## config.mk

```make
export PLATFORM = sky130hd
export DESIGN_NAME = csc_scale
export DESIGN_NICKNAME = d
export VERILOG_FILES = /design/src/design/csc_pkg.sv /design/src/design/csc_scale.sv
export SDC_FILE = /design/constraint.sdc
export NUM_CORES = 1
export LEC_CHECK = 0
export BUFFER_PORTS_ARGS = -buffer_cell sky130_fd_sc_hd__buf_2
export CORE_MARGIN = 2
export CORE_UTILIZATION = 42
export CTS_CLUSTER_DIAMETER = 120
export DETAILED_ROUTE_END_ITERATION = 10
export PLACE_DENSITY_LB_ADDON = 0.3
export RECOVER_POWER = 25
export SLEW_MARGIN = 20
export SYNTH_ARGS = -nofsm -noshare
export SYNTH_HDL_FRONTEND = slang
export SYNTH_SLANG_ARGS = --single-unit
```

## constraint.sdc

```tcl
create_clock -name i_clk -period 16.6 [get_ports i_clk]
set_clock_uncertainty 0.05 [all_clocks]
set_input_delay 0 -clock i_clk [delete_from_list [all_inputs] [get_ports i_clk]]
set_output_delay 0 -clock i_clk [all_outputs]
set_load 0.02 [all_outputs]
```

## src/design/csc_pkg.sv

```systemverilog
`timescale 1ns / 1ps
package csc_pkg;

    // Angle path: residual angle is signed Q2.29, held in 32 bits
    localparam int ANGLE_IN_W = 31;
    localparam int ANGLE_W    = 32;
    localparam int OUT_W      = 32;

    // Table length caps the number of rotation cells
    localparam int TABLE_LEN = 40;

    // pi/2 in Q2.29
    localparam logic signed [ANGLE_W-1:0] HALF_PI_Q29 = 32'sd843314857;

    // Final scaling: value in Q2.30 times gain in Q1.30
    localparam int Q_W    = 33;
    localparam int GAIN_W = 31;
    localparam int PROD_W = Q_W + GAIN_W;
    localparam logic signed [GAIN_W-1:0] GAIN_Q30 = 31'sd652032874;
    localparam logic signed [PROD_W-1:0] ROUND_Q30 = 64'sd536870912;
    localparam logic signed [PROD_W-1:0] ONE_Q30   = 64'sd1073741824;

    // atan(2^-i) in Q2.29, rounded to nearest
    localparam logic signed [ANGLE_W-1:0] ATAN_Q29 [TABLE_LEN] = '{
        32'sd421657428, 32'sd248918915, 32'sd131521918, 32'sd66762579,
        32'sd33510843,  32'sd16771758,  32'sd8387925,   32'sd4194219,
        32'sd2097141,   32'sd1048575,   32'sd524288,    32'sd262144,
        32'sd131072,    32'sd65536,     32'sd32768,     32'sd16384,
        32'sd8192,      32'sd4096,      32'sd2048,      32'sd1024,
        32'sd512,       32'sd256,       32'sd128,       32'sd64,
        32'sd32,        32'sd16,        32'sd8,         32'sd4,
        32'sd2,         32'sd1,         32'sd0,         32'sd0,
        32'sd0,         32'sd0,         32'sd0,         32'sd0,
        32'sd0,         32'sd0,         32'sd0,         32'sd0
    };

endpackage

```

## src/design/csc_scale.sv

```systemverilog
`timescale 1ns / 1ps
module csc_scale
    import csc_pkg::*;
#(
    parameter int DATA_WIDTH = 32
) (
    input  logic                         i_clk,
    input  logic                         i_en,
    input  logic signed [DATA_WIDTH-1:0] i_value,
    output logic signed [OUT_W-1:0]      o_result
);

    localparam int SHIFT = (DATA_WIDTH > 32) ? DATA_WIDTH - 32 : 32 - DATA_WIDTH;

    logic signed [Q_W-1:0]    q;
    logic signed [Q_W-1:0]    r_q;
    logic signed [PROD_W-1:0] prod;
    logic signed [PROD_W-1:0] r_prod;
    logic signed [PROD_W-1:0] rounded;
    logic signed [PROD_W-1:0] shifted;

    // Bring the value to Q2.30
    generate
        if (DATA_WIDTH > 32) begin : g_down
            localparam logic signed [DATA_WIDTH:0] HALF =
                (DATA_WIDTH+1)'(1) << (SHIFT - 1);
            logic signed [DATA_WIDTH:0] sum;
            logic signed [DATA_WIDTH:0] sum_sh;
            // round half up, then arithmetic shift
            assign sum    = $signed({i_value[DATA_WIDTH-1], i_value}) + HALF;
            assign sum_sh = sum >>> SHIFT;
            assign q      = sum_sh[Q_W-1:0];
        end else begin : g_up
            assign q = Q_W'(i_value) <<< SHIFT;
        end
    endgenerate

    // Gain multiply, registered on both sides
    assign prod = r_q * GAIN_Q30;

    always_ff @(posedge i_clk) begin
        if (i_en) begin
            r_q    <= q;
            r_prod <= prod;
        end
    end

    // Round to Q1.30 and clamp to [-1, 1]
    assign rounded = r_prod + ROUND_Q30;
    assign shifted = rounded >>> 30;

    always_comb begin
        priority if (shifted > ONE_Q30) begin
            o_result = ONE_Q30[OUT_W-1:0];
        end else if (shifted < -ONE_Q30) begin
            o_result = OUT_W'(-ONE_Q30);
        end else begin
            o_result = shifted[OUT_W-1:0];
        end
    end

endmodule

```

==> flow_metrics.env <==
export IMPL_outcome="finished, violations left"
export IMPL_violations="max-capacitance violations, max-slew violations"
export IMPL_grt_overflow=0
export IMPL_hold_depth=2
export IMPL_slew_violations=67
export IMPL_fmax_ghz=0.114
export IMPL_cp_num_buf_inv=4
export IMPL_synth_seq_cells=66
export IMPL_worst_path_largest_cell_delay_ns=0.88
export IMPL_max_cap_violations=1
export IMPL_vias=15400
export IMPL_cp_start_kind="flop"
export IMPL_viasPerCell=5.22
export IMPL_cts_tree="yes"
export IMPL_cp_data_arrival_time_ns=8.81
export IMPL_dp_slack_ns=7.87
export IMPL_regToRegStartpoint="r_q[5]"
export IMPL_period_minus_slack_ns=8.75
export IMPL_grt_total_usage=0.247
export IMPL_critPathSlowestCell="a2111oi_0"
export IMPL_syn_nets=3003
export IMPL_wl_met1_mm=29.1
export IMPL_critPathKind="flop to flop"
export IMPL_min_path_type="primary input to flop"
export IMPL_dp_hpwl_mm=58.0
export IMPL_cts_sink_count=66
export IMPL_cts_buffers=9
export IMPL_holdPathEnd="r_q[31]"
export IMPL_fin_crit_sh=0.527
export IMPL_firstDrtPassIters=5
export IMPL_setup_slack_ns=7.85
export IMPL_synth_top_area_cell="fa_1"
export IMPL_final_common_cell="inv_1"
export IMPL_place_congestion=1.01
export IMPL_worstSkewPairLatency_ns=0.38
export IMPL_drtIter0Drc=960
export IMPL_syn_to_final_growth_pct=7.87
export IMPL_hold_start="i_value[31]"
export IMPL_synthArstFlopShare=0
export IMPL_antenna_found_initial=0
export IMPL_port_buffer_count=65
export IMPL_maxUsedRoutingLayer="met4"
export IMPL_postCtsSetupBuffers=0
export IMPL_core_mm2=0.0513
export IMPL_synthCells=2182
export IMPL_synth_distinct_cells=62
export IMPL_relSlewSlack=-1.61
export IMPL_reg2reg_slack_ns=7.85
export IMPL_h_tree_depth=3
export IMPL_tightest_slew_ns=3.91
export IMPL_most_common_layout_cells="605 x inv_1, 422 x fa_1, 365 x ha_1"
export IMPL_dr_wl_met3_mm=3.07
export IMPL_antenna_cells=0
export IMPL_crit_path_end_kind="flop"
export IMPL_layout_drive_gt1_share=0.0410
export IMPL_critPathMaxFanout=8
export IMPL_ys_seq_area_frac=0.0910
export IMPL_crit_top_cell="fa_1"
export IMPL_fin_nets=3084
export IMPL_die_w_um=232
export IMPL_cp_top_family="adder cells"
export IMPL_setup_violations=0
export IMPL_die_height_um=232
export IMPL_required_ns=16.66
export IMPL_syn_avg_cell_area_um2=9.98
export IMPL_rows=83
export IMPL_start_util=0.425
export IMPL_r2r_end="r_prod[62]"
export IMPL_synth_area_top_cells="fa_1 39%, ha_1 21%, inv_1 10%"
export IMPL_final_hold_viol_count=0
export IMPL_grt_pass1_wl_mm=97.9
export IMPL_synth_top_area_share=0.388
export IMPL_netlist_area_mm2=0.0218
export IMPL_postRouteAntennaNets=0
export IMPL_avgRoutedWirePerCell_um=21.8
export IMPL_grt_setup_unrepaired="false"
export IMPL_yosys_warnings=0
export IMPL_cts_max_path_buffers=2
export IMPL_path_clk_slew_ns=0.07
export IMPL_die_area_mm2=0.0537
export IMPL_grt_max_degree=67
export IMPL_synth_ff_type="edfxtp_1"
export IMPL_drc_errors=0
export IMPL_grt_pass1_vias=16300
export IMPL_tns_ns=0
export IMPL_routed_wirelength_mm=64.4
export IMPL_synth_edf_count=66
export IMPL_pin_count=66
export IMPL_worstRegToRegCells=25
export IMPL_met2_wirelength_mm=30.8
export IMPL_root_buffer="clkbuf_16"
[per-layer routing]
| metal | GRT usage | vias up |
|---|---|---|
| li1 | - | 6985 |
| met1 | 0.346 | 7934 |
| met2 | 0.404 | 390 |
| met3 | 0.0345 | 67 |
| met4 | 0.0619 | 0 |
| met5 | 0 | - |
[synth_stat cells (all sizes together) (4+ instances only)]
master and count:
o22ai 5, a31oi 6, a21oi 94, nor4 6, o21ai 48, nand4 16
inv 605, edfxtp 66, and4 8, o21a 5, nor2b 13, buf 4
nand3 27, nand2b 5, a22o 4, and3 15, a22oi 4, o21bai 7
ha 365, xor2 99, clkbuf 26, and2 8, a211oi 7, nand2 73
fa 422, nor3 15, xnor2 67, a21o 45, nor2 72
[flip-flops by register name, summed over array words and instances, names as in the netlist]
signal	cells
r_prod	34
r_q	32
[worst max-delay path by stage]
stage | slack [ns] | start | to | cells after the start
5_1_grt | 7.43 | r_q[16] | r_prod[62] | 25
6_report | 7.85 | r_q[5] | r_prod[62] | 25
4_1_cts | 7.81 | r_q[16] | r_prod[62] | 25
2_1_floorplan | 8.64 | r_q[31] | r_prod[54] | 20
3_3_place_gp | 7.91 | r_q[16] | r_prod[62] | 25
3_5_place_dp | 7.87 | r_q[16] | r_prod[62] | 25
[timing repair]
action	CTS	global route
resized for setup	0	0
hold buffers	32	0
endpoints found under the hold margin	32	0
[cell type report]
cell class	count	area, um^2
fillers	4997	27800
multi-input cells	1480	17400
inverters	606	2270
flip-flops and latches	66	1980
well taps	680	851
repair buffers	100	664
clock buffers	9	225
clock inverters	7	92.6
[cell families after synthesis]
kind of cell	count (synthesis)	share of synthesized area
AOI/OAI and AO/OA	258	0.0749
muxes	2	0.000976
DFF	66	0.0910
adders and majority gates	787	0.597
xor gates and xnor gates	166	0.0667
and+or+nand+nor	267	0.0592
buffers and inverters	636	0.110
[through the flow]
step           cell area (um^2)  hold slack, ns   util  std cells
6_report                  23500           0.270  0.458       2948
5_1_grt                   23500           0.263  0.458       2948
4_1_cts                   23500           0.240  0.458       2948
3_5_place_dp              22900           0.128  0.446       2900
3_3_place_gp              22900           0.126  0.446       2900
2_1_floorplan             21800          0.0489      -       2182
[worst reg2reg max path, delay by kind of cell (launching register included)]
kind                       cells  cell delay, ns
DFF                            1            0.62
xor gates and xnor gates       2            0.32
adders and majority gates      9            4.25
buffers and inverters          4            0.23
and+or+nand+nor                2            0.31
AOI/OAI and AO/OA              8            2.72
Power is not shown: default switching activity piles up to over one toggle a cycle in this logic, so the estimate is an artifact.
