`src/design/csc_pkg.sv`:
```
`timescale 1ns / 1ps
package csc_pkg;

    // Angle path: residual angle is signed Q2.29, held in 32 bits
    localparam int ANGLE_IN_W = 31;
    localparam int ANGLE_W    = 32;
    localparam int OUT_W      = 32;

    // Table length caps the number of rotation cells
    localparam int TABLE_LEN = 40;

    // pi/2 in Q2.29
    localparam logic signed [ANGLE_W-1:0] HALF_PI_Q29 = 32'sd843314857;

    // Final scaling: value in Q2.30 times gain in Q1.30
    localparam int Q_W    = 33;
    localparam int GAIN_W = 31;
    localparam int PROD_W = Q_W + GAIN_W;
    localparam logic signed [GAIN_W-1:0] GAIN_Q30 = 31'sd652032874;
    localparam logic signed [PROD_W-1:0] ROUND_Q30 = 64'sd536870912;
    localparam logic signed [PROD_W-1:0] ONE_Q30   = 64'sd1073741824;

    // atan(2^-i) in Q2.29, rounded to nearest
    localparam logic signed [ANGLE_W-1:0] ATAN_Q29 [TABLE_LEN] = '{
        32'sd421657428, 32'sd248918915, 32'sd131521918, 32'sd66762579,
        32'sd33510843,  32'sd16771758,  32'sd8387925,   32'sd4194219,
        32'sd2097141,   32'sd1048575,   32'sd524288,    32'sd262144,
        32'sd131072,    32'sd65536,     32'sd32768,     32'sd16384,
        32'sd8192,      32'sd4096,      32'sd2048,      32'sd1024,
        32'sd512,       32'sd256,       32'sd128,       32'sd64,
        32'sd32,        32'sd16,        32'sd8,         32'sd4,
        32'sd2,         32'sd1,         32'sd0,         32'sd0,
        32'sd0,         32'sd0,         32'sd0,         32'sd0,
        32'sd0,         32'sd0,         32'sd0,         32'sd0
    };

endpackage

```
`src/design/csc_cell.sv`:
```
`timescale 1ns / 1ps
module csc_cell
    import csc_pkg::*;
#(
    parameter int DATA_WIDTH = 32,
    parameter int STAGE      = 0
) (
    input  logic                         i_clk,
    input  logic                         i_rst_n,
    input  logic                         i_en,
    input  logic                         i_valid,
    input  logic signed [DATA_WIDTH-1:0] i_x,
    input  logic signed [DATA_WIDTH-1:0] i_y,
    input  logic signed [ANGLE_W-1:0]    i_z,
    output logic                         o_valid,
    output logic signed [DATA_WIDTH-1:0] o_x,
    output logic signed [DATA_WIDTH-1:0] o_y,
    output logic signed [ANGLE_W-1:0]    o_z
);

    logic                         r_valid;
    logic signed [DATA_WIDTH-1:0] r_x;
    logic signed [DATA_WIDTH-1:0] r_y;
    logic signed [ANGLE_W-1:0]    r_z;
    logic signed [DATA_WIDTH-1:0] xs;
    logic signed [DATA_WIDTH-1:0] ys;
    logic                         z_neg;

    // Arithmetic shifts by this cell's iteration index
    assign xs    = i_x >>> STAGE;
    assign ys    = i_y >>> STAGE;
    assign z_neg = i_z[ANGLE_W-1];

    // Valid travels with the data; cleared on reset
    always_ff @(posedge i_clk) begin
        if (!i_rst_n) begin
            r_valid <= 1'b0;
        end else if (i_en) begin
            r_valid <= i_valid;
        end
    end

    // One micro-rotation; sign of residual angle picks direction
    always_ff @(posedge i_clk) begin
        if (i_en) begin
            if (z_neg) begin
                r_x <= i_x + ys;
                r_y <= i_y - xs;
                r_z <= i_z + ATAN_Q29[STAGE];
            end else begin
                r_x <= i_x - ys;
                r_y <= i_y + xs;
                r_z <= i_z - ATAN_Q29[STAGE];
            end
        end
    end

    assign o_valid = r_valid;
    assign o_x     = r_x;
    assign o_y     = r_y;
    assign o_z     = r_z;

endmodule

```
`config.mk`:
```
export PLATFORM = sky130hd
export DESIGN_NAME = csc_cell
export DESIGN_NICKNAME = d
export VERILOG_FILES = /design/src/design/csc_pkg.sv /design/src/design/csc_cell.sv
export SDC_FILE = /design/constraint.sdc
export NUM_CORES = 1
export LEC_CHECK = 0
export BUFFER_PORTS_ARGS = -buffer_cell sky130_fd_sc_hd__buf_2
export CORE_UTILIZATION = 40
export DETAILED_ROUTE_END_ITERATION = 16
export PLACE_DENSITY = 0.73
export SKIP_CTS_REPAIR_TIMING = 1
export SLEW_MARGIN = 20
export SYNTH_ARGS = -nofsm -noshare
export SYNTH_HDL_FRONTEND = slang
export SYNTH_SLANG_ARGS = --single-unit
```
`constraint.sdc`:
```
create_clock -name i_clk -period 3.85 [get_ports i_clk]
set_input_delay 0.385 -clock i_clk [delete_from_list [all_inputs] [get_ports i_clk]]
set_output_delay 0.385 -clock i_clk [all_outputs]
set_load 0.1 [all_outputs]
```
==> results of run 1 <==
==> registers in the layout, summed over array words and instances (netlist names) <==
signal / cells
o_y: 32
o_z: 32
o_x: 31
o_valid: 1
==> stage by stage <==
| step | instances | instance area (um2) | worst slack, ns | hold WS (ns) |
|---|---|---|---|---|
| 6_report | 1601 | 11300 | 0.589 | 0.215 |
| 5_1_grt | 1601 | 11300 | 0.352 | 0.203 |
| 4_1_cts | 1601 | 11300 | 0.646 | 0.205 |
| 3_5_place_dp | 1585 | 11000 | 0.276 | 0.530 |
| 3_3_place_gp | 1585 | 11000 | 0.275 | 0.493 |
| 2_1_floorplan | 1104 | 9730 | 0.362 | 0.484 |
==> worst register-to-register path, stage by stage, from the launching register on <==
cell	delay, ns
dfxtp_1	0.31
mux2i_1	0.12
nor2b_1	0.07
==> worst min-delay path by stage <==
stage / endpoint / slack [ns] / cells after the start
2_1_floorplan: o_z[0] / 0.48 / 0
3_3_place_gp: o_valid / 0.49 / 2
3_5_place_dp: o_valid / 0.53 / 2
4_1_cts: o_z[0] / 0.20 / 1
5_1_grt: o_z[1] / 0.20 / 1
6_report: o_z[0] / 0.21 / 1
==> per-layer routing <==
layer,up-vias,share of wire
met3,41,0.070
met2,399,0.46
met1,4118,0.45
met5,-,0
li1,4318,-
met4,0,0.023
==> layout by cell type, fill, tap and decap left out, types with 4 or more instances in the layout <==
master / count
and4_1: 4
nor2_1: 86
nand2_1: 69
nand4_1: 11
a21oi_2: 4
xnor2_1: 60
nor2b_1: 18
o21ai_0: 54
nand2b_1: 19
nor3_1: 22
mux2i_1: 13
a21oi_1: 117
o211ai_1: 8
inv_1: 97
o21a_1: 16
o211a_1: 4
buf_2: 194
o21ai_1: 7
o31ai_1: 8
clkinv_1: 4
a21o_1: 26
fa_1: 4
buf_4: 14
and3_1: 5
nand3_1: 20
o21bai_1: 19
a221oi_1: 4
a31oi_1: 14
edfxtp_1: 95
xor2_1: 19
nor4_1: 5
o31a_1: 4
clkbuf_16: 9
and2_1: 8
ha_1: 122
a211oi_1: 13
==> power groups by stage <==
stage,sequential [uW],combinational (uW),clock [uW]
detailed placement,1450,2660,0
global route,1440,2820,1010
CTS,1430,2660,981
finish,1420,2680,966
global placement,1450,2640,0
floorplan,2670,916,0
==> kinds of logic (layout without fill, tap and decap cells) <==
group / count (synthesis) / count (layout) / share of synthesized area
AOI/OAI and AO/OA: 352 / 352 / 0.244
buffers and inverters: 150 / 328 / 0.0640
and+or+nand+nor: 288 / 288 / 0.147
DFF: 96 / 96 / 0.295
adders and majority gates: 126 / 126 / 0.165
muxes: 13 / 13 / 0.0134
xor gates and xnor gates: 79 / 79 / 0.0711
==> layout make-up <==
class                           instances  area, um2  area share
Tap cell                              319        399      0.0353
Sequential cell                        96       2870       0.254
Timing Repair Buffer                  208       1080      0.0953
Clock inverter                          6       93.8     0.00831
Clock buffer                           10        229      0.0203
Multi-Input combinational cell        858       6230       0.552
Inverter                              104        390      0.0346
==> run metrics, run 1 <==
Clk pwr share 0.191; total grt overflow 0; Worst Path Max Fanout 13; final net count 1503; main flop type after synthesis edfxtp_1; total track usage 0.214; final hold violation count 0; count of final setup violators 0; register share of total power 0.281; FFs w/ async S/R, synth 0; Worst Max-Slew Pin Slew 0.934 ns; critical path type in -> reg; share of cells above drive strength 1 0.199; CTS tree built; DP HPWL 21900 um; Max Clk Rate 307 MHz; reg2reg setup slack 3.24 ns; H-tree levels 3; Critical Path End Type flip-flop; worst-path cell chain buf_4 > clkinv_1 > ha_1 > a21oi_2 > o21ai_1 > a221o_1 > or3_4 > o31a_1 > a41oi_2 > a21oi_1 > mux2i_1 > nand2_1; CP delay by family, top compound AO/OA/AOI/OAI gates; core box area 23700 um2; Ys Warns 0; Clock Latency Late Sink 0.34 ns; post-synth top area share 0.293; max cap viols 0; CP endpoint o_z[30]; # IOs 197; switching pwr 2510 uW; reg2reg start o_valid; combinational fraction of design power 0.528; area leader, netlist edfxtp_1; final period demand of the worst path 3.26 ns; crit path max-delay cell type ha_1; Switching Fraction 0.495; Mapped Area 9730 um2; largest cells by area after synthesis edfxtp_1 (29%), ha_1 (16%), a21oi_1 (6.0%), xnor2_1 (5.4%), inv_1 (3.7%); CP Depth 12; met2 Track Usage GR 0.348; run status complete, no violations; via count 8876; Initial Util 0.411; DRC violations left 0; synthesis-stage register bit count 96; Synth top cells by count ha_1 (122), a21oi_1 (117), inv_1 (97); reg2reg end o_valid; power after layout 5070 uW; area grow syn2layout 16.1%; GR Util met1 0.291; FP Rows 56; Final Max Tran Viols 0; GR Util met3 0.0216; wirelength, routed 27200 um; crit path from i_z[31]; Root Buffer clkbuf_16; die area 25000 um2; first drt pass iteration count 6; post-layout util 0.477; initial drt markers 956; synthesized netlist cell count 1104; TNS Setup 0 ns; internal power 2560 uW; port bufs 196; Post-synth EDFFs 95; RSZ-0062 raised after global routing false; critical path launch point type input port; first-pass GRT wire length 41900 um; critical path arrival 3.36 ns; Clock Skew 0 ns; vias in the first global route 8219; worst hold path type in -> reg; fill count 2338; Num CTS Buffers 9; Max rail drop VDD 0.281 mV; post-DR vias/cell 5.54; mean routed wirelength per cell 17.0 um; CTS Sinks 96; crit path buf inv count 2; post-synth net total 1330; Avg Inst Size Synth 8.81 um2; worst relative slew slack 0.377; Worst-path clk slew 0.07 ns; global routing's busiest layer met2; Antenna diodes 0; register area share after synthesis 0.295; most common cell in the netlist ha_1; min-delay src i_z[0]; GPL Wtd Cong 0.978; CP max stage delay 0.51 ns; WP data required 3.94 ns; CTS Buffer Depth 2; worst reg2reg path depth 2; DIE HEIGHT 158 um; die width 158 um; Leakage 0.00506 uW; Power Dens Cells 449 nW/um2; Tcrit/Tclk final 0.847; largest net degree at the start of global routing 72; synth unique cells 90; initial antenna violation count 1; Routed Antenna Nets 0
No activity file was read; power rests on OpenSTA's default activity.
==> run 2, diff against run 1 <==
Settings changed: PLACE_DENSITY 0.73 to 0.76.
Clock period 3.85 ns to 2.7 ns, I/O delays scaled along.
==> run 2 against run 1 <==
  * The run now ends with negative setup slack left
  * Combinational power grew 61%
  * Worst setup slack lost 0.62 ns
  * Power grew 51%
  * Clock skew is the same
  * Critical path type unchanged
  * Critical endpoint is now o_y[26]
  * Largest power group unchanged
==> run metrics, run 2 (synthesis gave the netlist of run 1 again) <==
commonest non-fill, non-tap cells in the layout buf_4 (221), buf_2 (191), ha_1 (113), a21oi_1 (110), edfxtp_1 (95) (was buf_2 (194), ha_1 (122), a21oi_1 (117), inv_1 (97), edfxtp_1 (95)); power after layout 7650 uW (was 5070 uW); Power Dens Cells 575 nW/um2 (was 449 nW/um2); CTS tree built (unchanged); global routing's busiest layer met2 (unchanged); die area 25000 um2 (unchanged); run status finished with violations (was complete, no violations); Worst Max-Slew Pin Slew 0.598 ns (was 0.934 ns); port bufs 196 (unchanged); failing checks negative setup slack; CTS Buffer Depth 2 (unchanged); post-DR vias/cell 5.39 (was 5.54); Routed Antenna Nets 0 (unchanged); Worst-path clk slew 0.07 ns (about the same); count of final setup violators 2 (was 0); share of cells above drive strength 1 0.346 (was 0.199); Clock Latency Late Sink 0.34 ns (about the same); DP HPWL 24300 um (was 21900 um); setup slack after layout -0.0327 ns (was 0.589 ns); vias in the first global route 9373 (was 8219); Critical Path End Type flip-flop (unchanged); Clock Skew 0 ns (unchanged); Place WS -0.510 ns (was 0.276 ns); RSZ-0062 raised after global routing true (was false); met2 Track Usage GR 0.390 (was 0.348); Root Buffer clkbuf_16 (unchanged); initial drt markers 784 (was 956); core box area 23700 um2 (unchanged); mean routed wirelength per cell 16.6 um (was 17.0 um); Worst Path Max Fanout 3 (was 13); Antenna diodes 0 (unchanged); total grt overflow 0 (unchanged); final period demand of the worst path 2.73 ns; final net count 1713 (was 1503); Num CTS Buffers 9 (unchanged); via count 9752 (was 8876); GR Util met3 0.0391 (was 0.0216); smallest hold slack 0.0962 ns (was 0.215 ns); DIE HEIGHT 158 um (unchanged); fill count 2223 (was 2338); Final Max Tran Viols 0 (unchanged); critical path arrival 2.84 ns (was 3.36 ns); WP data required 2.81 ns (was 3.94 ns); critical path launch point type input port (unchanged); Initial Util 0.411 (unchanged); Max Clk Rate 366 MHz; worst hold path type in -> reg (unchanged); Tcrit/Tclk final 1.01; H-tree levels 3 (unchanged); final hold violation count 0 (unchanged); GPL Wtd Cong 0.959 (was 0.978); DRC violations left 0 (unchanged); area grow syn2layout 36.6% (was 16.1%); wirelength, routed 30000 um (was 27200 um); first-pass GRT wire length 46200 um (was 41900 um); max cap viols 0 (unchanged); total track usage 0.236 (was 0.214); reg2reg setup slack 2.11 ns (was 3.24 ns); Leakage 0.00613 uW (was 0.00506 uW); GR Util met1 0.309 (was 0.291); initial antenna violation count 1 (unchanged); TNS Setup -0.0384 ns (was 0 ns); worst relative slew slack 0.602 (was 0.377); first drt pass iteration count 5 (was 6); critical path type in -> reg (unchanged); Max rail drop VDD 0.346 mV (was 0.281 mV); FP Rows 56 (unchanged); # IOs 197 (unchanged); die width 158 um (unchanged); post-layout util 0.561 (was 0.477); CTS Sinks 96 (unchanged); most common cell after layout, fill and taps aside buf_4 (was buf_2); largest net degree at the start of global routing 54 (was 72)
[run 2: changes by cell type in the layout (fill, tap and decap cells not counted), sizes merged]
cell and delta:
bufinv -1, inv +2, buf +209, clkinvlp -1
[run 2: power by group]
| part | internal, uW | total [uW] | leakage (uW) | switching (uW) |
|---|---|---|---|---|
| registers | 1970 | 2040 | 0.000938 | 70.2 |
| logic | 1220 | 4310 | 0.00505 | 3090 |
| clock network | 720 | 1300 | 0.000146 | 579 |
| total | 3910 | 7650 | 0.00613 | 3740 |
[run 2: path summary, 6_finish.rpt]
kind,cells after the start,to,start
min reg2reg,2,o_valid,o_valid
max reg2reg,2,o_valid,o_valid
max,14,o_y[26],i_y[0]
min,1,o_z[0],i_z[0]
[run 2: worst max-delay path: stages]
cell and delay [ns]:
buf_8 0.08, inv_4 0.03, ha_4 0.16, fa_2 0.39
nand4b_1 0.25, a311oi_2 0.28, buf_4 0.18, o311ai_4 0.12
nand2_2 0.14, a31oi_4 0.10, o31a_1 0.35, o31ai_2 0.27
nor2_1 0.09, xnor2_1 0.12
[run 2: stage by stage]
stage / cells / cell area (um2)
6_report: 1810 / 13300
3_3_place_gp: 1786 / 12600
4_1_cts: 1801 / 12900
2_1_floorplan: 1104 / 9810
5_1_grt: 1810 / 13300
3_5_place_dp: 1786 / 12600
[run 2: final cells by class]
cell class | count | area, um2 | share of cell area
clock buffer | 9 | 225 | 0.0169
clock inverter | 6 | 70.1 | 0.00527
inverter | 104 | 400 | 0.0301
multi-input combinational | 858 | 6620 | 0.498
sequential | 96 | 2870 | 0.216
tap | 319 | 399 | 0.0300
timing repair buffer | 418 | 2710 | 0.204
[run 2: per-layer routing]
metal / wire [um] / up-vias / share of wire
met3: 2130 / 65 / 0.071
met1: 13100 / 4531 / 0.44
met4: 842 / 2 / 0.028
li1: - / 4744 / -
met5: 13 / - / 0.00043
met2: 13900 / 410 / 0.46
==> run 3, diff against run 2 <==
Settings changed: GPL_TIMING_DRIVEN from default to 0.
==> run 3 against run 2 <==
  * The run still ends with negative setup slack left
  * Count of clock-buffer cells in the layout stayed put
  * Clock skew stayed put
  * Die area stayed put
  * Via count is 4.8% lower
  * Sequential share of layout area is 1.9 points higher
  * Register-to-register slack hardly changed
  * Sequential cell count stayed put
  * Design area is 8.0% lower
  * Worst setup slack worse by 0.013 ns
  * Non-clock buffer count is 152 lower
  * Critical endpoint is now o_y[28]
  * Largest cell class unchanged
  * Largest power group unchanged
==> run metrics, run 3 (synthesis gave the netlist of run 1 again) <==
register share of total power 0.276 (was 0.267); total track usage 0.227 (was 0.236); Num CTS Buffers 9 (unchanged); via count 9288 (was 9752); internal power 3610 uW (was 3910 uW); core box area 23700 um2 (unchanged); first drt pass iteration count 6 (was 5); critical path launch point type input port (unchanged); area grow syn2layout 25.6% (was 36.6%); # IOs 197 (unchanged); worst hold path type in -> reg (unchanged); post-layout util 0.516 (was 0.561); Final Max Tran Viols 0 (unchanged); Place WS -1.06 ns (was -0.510 ns); CTS Sinks 96 (unchanged); H-tree levels 3 (unchanged); Worst Max-Slew Pin Slew 0.925 ns (was 0.598 ns); Max Clk Rate 364 MHz (was 366 MHz); Leakage 0.00536 uW (was 0.00613 uW); first-pass GRT wire length 43900 um (was 46200 um); initial drt markers 806 (was 784); fill count 2246 (was 2223); Power Dens Cells 601 nW/um2 (was 575 nW/um2); WP data required 2.79 ns (was 2.81 ns); Clock Skew 0 ns (unchanged); wirelength, routed 29700 um (was 30000 um); mean routed wirelength per cell 17.9 um (was 16.6 um); total grt overflow 0 (unchanged); max cap viols 0 (unchanged); die width 158 um (unchanged); GPL Wtd Cong 0.979 (was 0.959); DP HPWL 23400 um (was 24300 um); combinational fraction of design power 0.553 (was 0.564); setup slack after layout -0.0461 ns (was -0.0327 ns); worst reg2reg path depth 2 (unchanged); final hold violation count 0 (unchanged); Max rail drop VDD 0.386 mV (was 0.346 mV); post-DR vias/cell 5.60 (was 5.39); Routed Antenna Nets 0 (unchanged); most common cell after layout, fill and taps aside buf_2 (was buf_4); DRC violations left 0 (unchanged); Initial Util 0.411 (unchanged); run status finished with violations (unchanged); Worst Path Max Fanout 4 (was 3); largest net degree at the start of global routing 53 (was 54); Placed Cells 1620 (was 1786); vias in the first global route 8639 (was 9373); CTS tree built (unchanged); RSZ-0062 raised after global routing true (unchanged); final net count 1561 (was 1713); Tcrit/Tclk final 1.02 (was 1.01); TNS Setup -0.0481 ns (was -0.0384 ns); die area 25000 um2 (unchanged); Worst-path clk slew 0.08 ns (was 0.07 ns); switching pwr 3750 uW (was 3740 uW); critical path arrival 2.83 ns (was 2.84 ns); count of final setup violators 2 (unchanged); Critical Path End Type flip-flop (unchanged); final period demand of the worst path 2.75 ns (was 2.73 ns); critical path type in -> reg (unchanged); hold depth 1 (unchanged); Clk pwr share 0.172 (was 0.170); Antenna diodes 0 (unchanged); share of cells above drive strength 1 0.273 (was 0.346); FP Rows 56 (unchanged); port bufs 196 (unchanged); commonest non-fill, non-tap cells in the layout buf_2 (199), ha_1 (112), a21oi_1 (105), edfxtp_1 (95), inv_1 (90) (was buf_4 (221), buf_2 (191), ha_1 (113), a21oi_1 (110), edfxtp_1 (95)); initial antenna violation count 0 (was 1); Root Buffer clkbuf_16 (unchanged); Switching Fraction 0.510 (was 0.489); power after layout 7350 uW (was 7650 uW); Non-Filler Instances 1659 (was 1810); worst relative slew slack 0.383 (was 0.602); CTS Buffer Depth 2 (unchanged); DIE HEIGHT 158 um (unchanged); failing checks negative setup slack (unchanged); Clock Latency Late Sink 0.35 ns (was 0.34 ns)
run 3: cell count changes in the layout (fill, tap and decap cells not counted), sizes merged:
cell      change
buf         -172
clkbuf       +20
inv           +4
clkinv        -3
bufinv        -1
clkinvlp      +1
run 3: metrics by stage:
| stage | cell area, um2 | hold WS, ns |
|---|---|---|
| after floorplan | 9810 | 0.369 |
| after global placement | 11200 | 0.446 |
| after detailed placement | 11200 | 0.449 |
| after CTS | 11500 | 0.0820 |
| after global routing | 12200 | 0.0862 |
| final | 12200 | 0.0960 |
run 3: worst paths after layout:
check	to	from	slack, ns
min reg2reg	o_valid	o_valid	0.54
max reg2reg	o_valid	o_valid	2.10
max	o_y[28]	i_y[0]	-0.05
min	o_z[0]	i_z[0]	0.1
run 3: area by class of cell:
type	instances	area [um2]	share of cell area
well taps	319	399	0.0327
clock buffers	9	225	0.0184
plain buffers	44	260	0.0213
clock inverters	7	60.1	0.00491
repair buffers	222	1260	0.103
flip-flops and latches	96	2870	0.235
inverters	104	415	0.0340
multi-input cells	858	6730	0.550
run 3: metal layers:
layer	global-route usage	wire [um]	up-vias	share of wire
li1	-	-	4430	-
met1	0.301	12700	4333	0.43
met2	0.374	13700	446	0.46
met3	0.0290	2420	79	0.081
met4	0.0870	981	0	0.033
met5	0	0	-	0
run 3: critical path, cell delays in order:
cell	delay, ns
buf_8	0.09
inv_4	0.03
ha_4	0.16
fa_2	0.37
nand4b_1	0.26
a311oi_2	0.35
o311ai_2	0.18
a21oi_2	0.27
a221o_1	0.20
a21oi_2	0.08
nor4_2	0.23
o22ai_1	0.15
xnor2_1	0.19
run 3: power groups by stage:
stage          Sequential [uW]  Clock (uW)  Combinational [uW]
2_1_floorplan             3810           0                1320
3_3_place_gp              2060           0                3800
3_5_place_dp              2060           0                3830
4_1_cts                   2030        1290                3840
5_1_grt                   2050        1330                4270
6_report                  2030        1260                4060
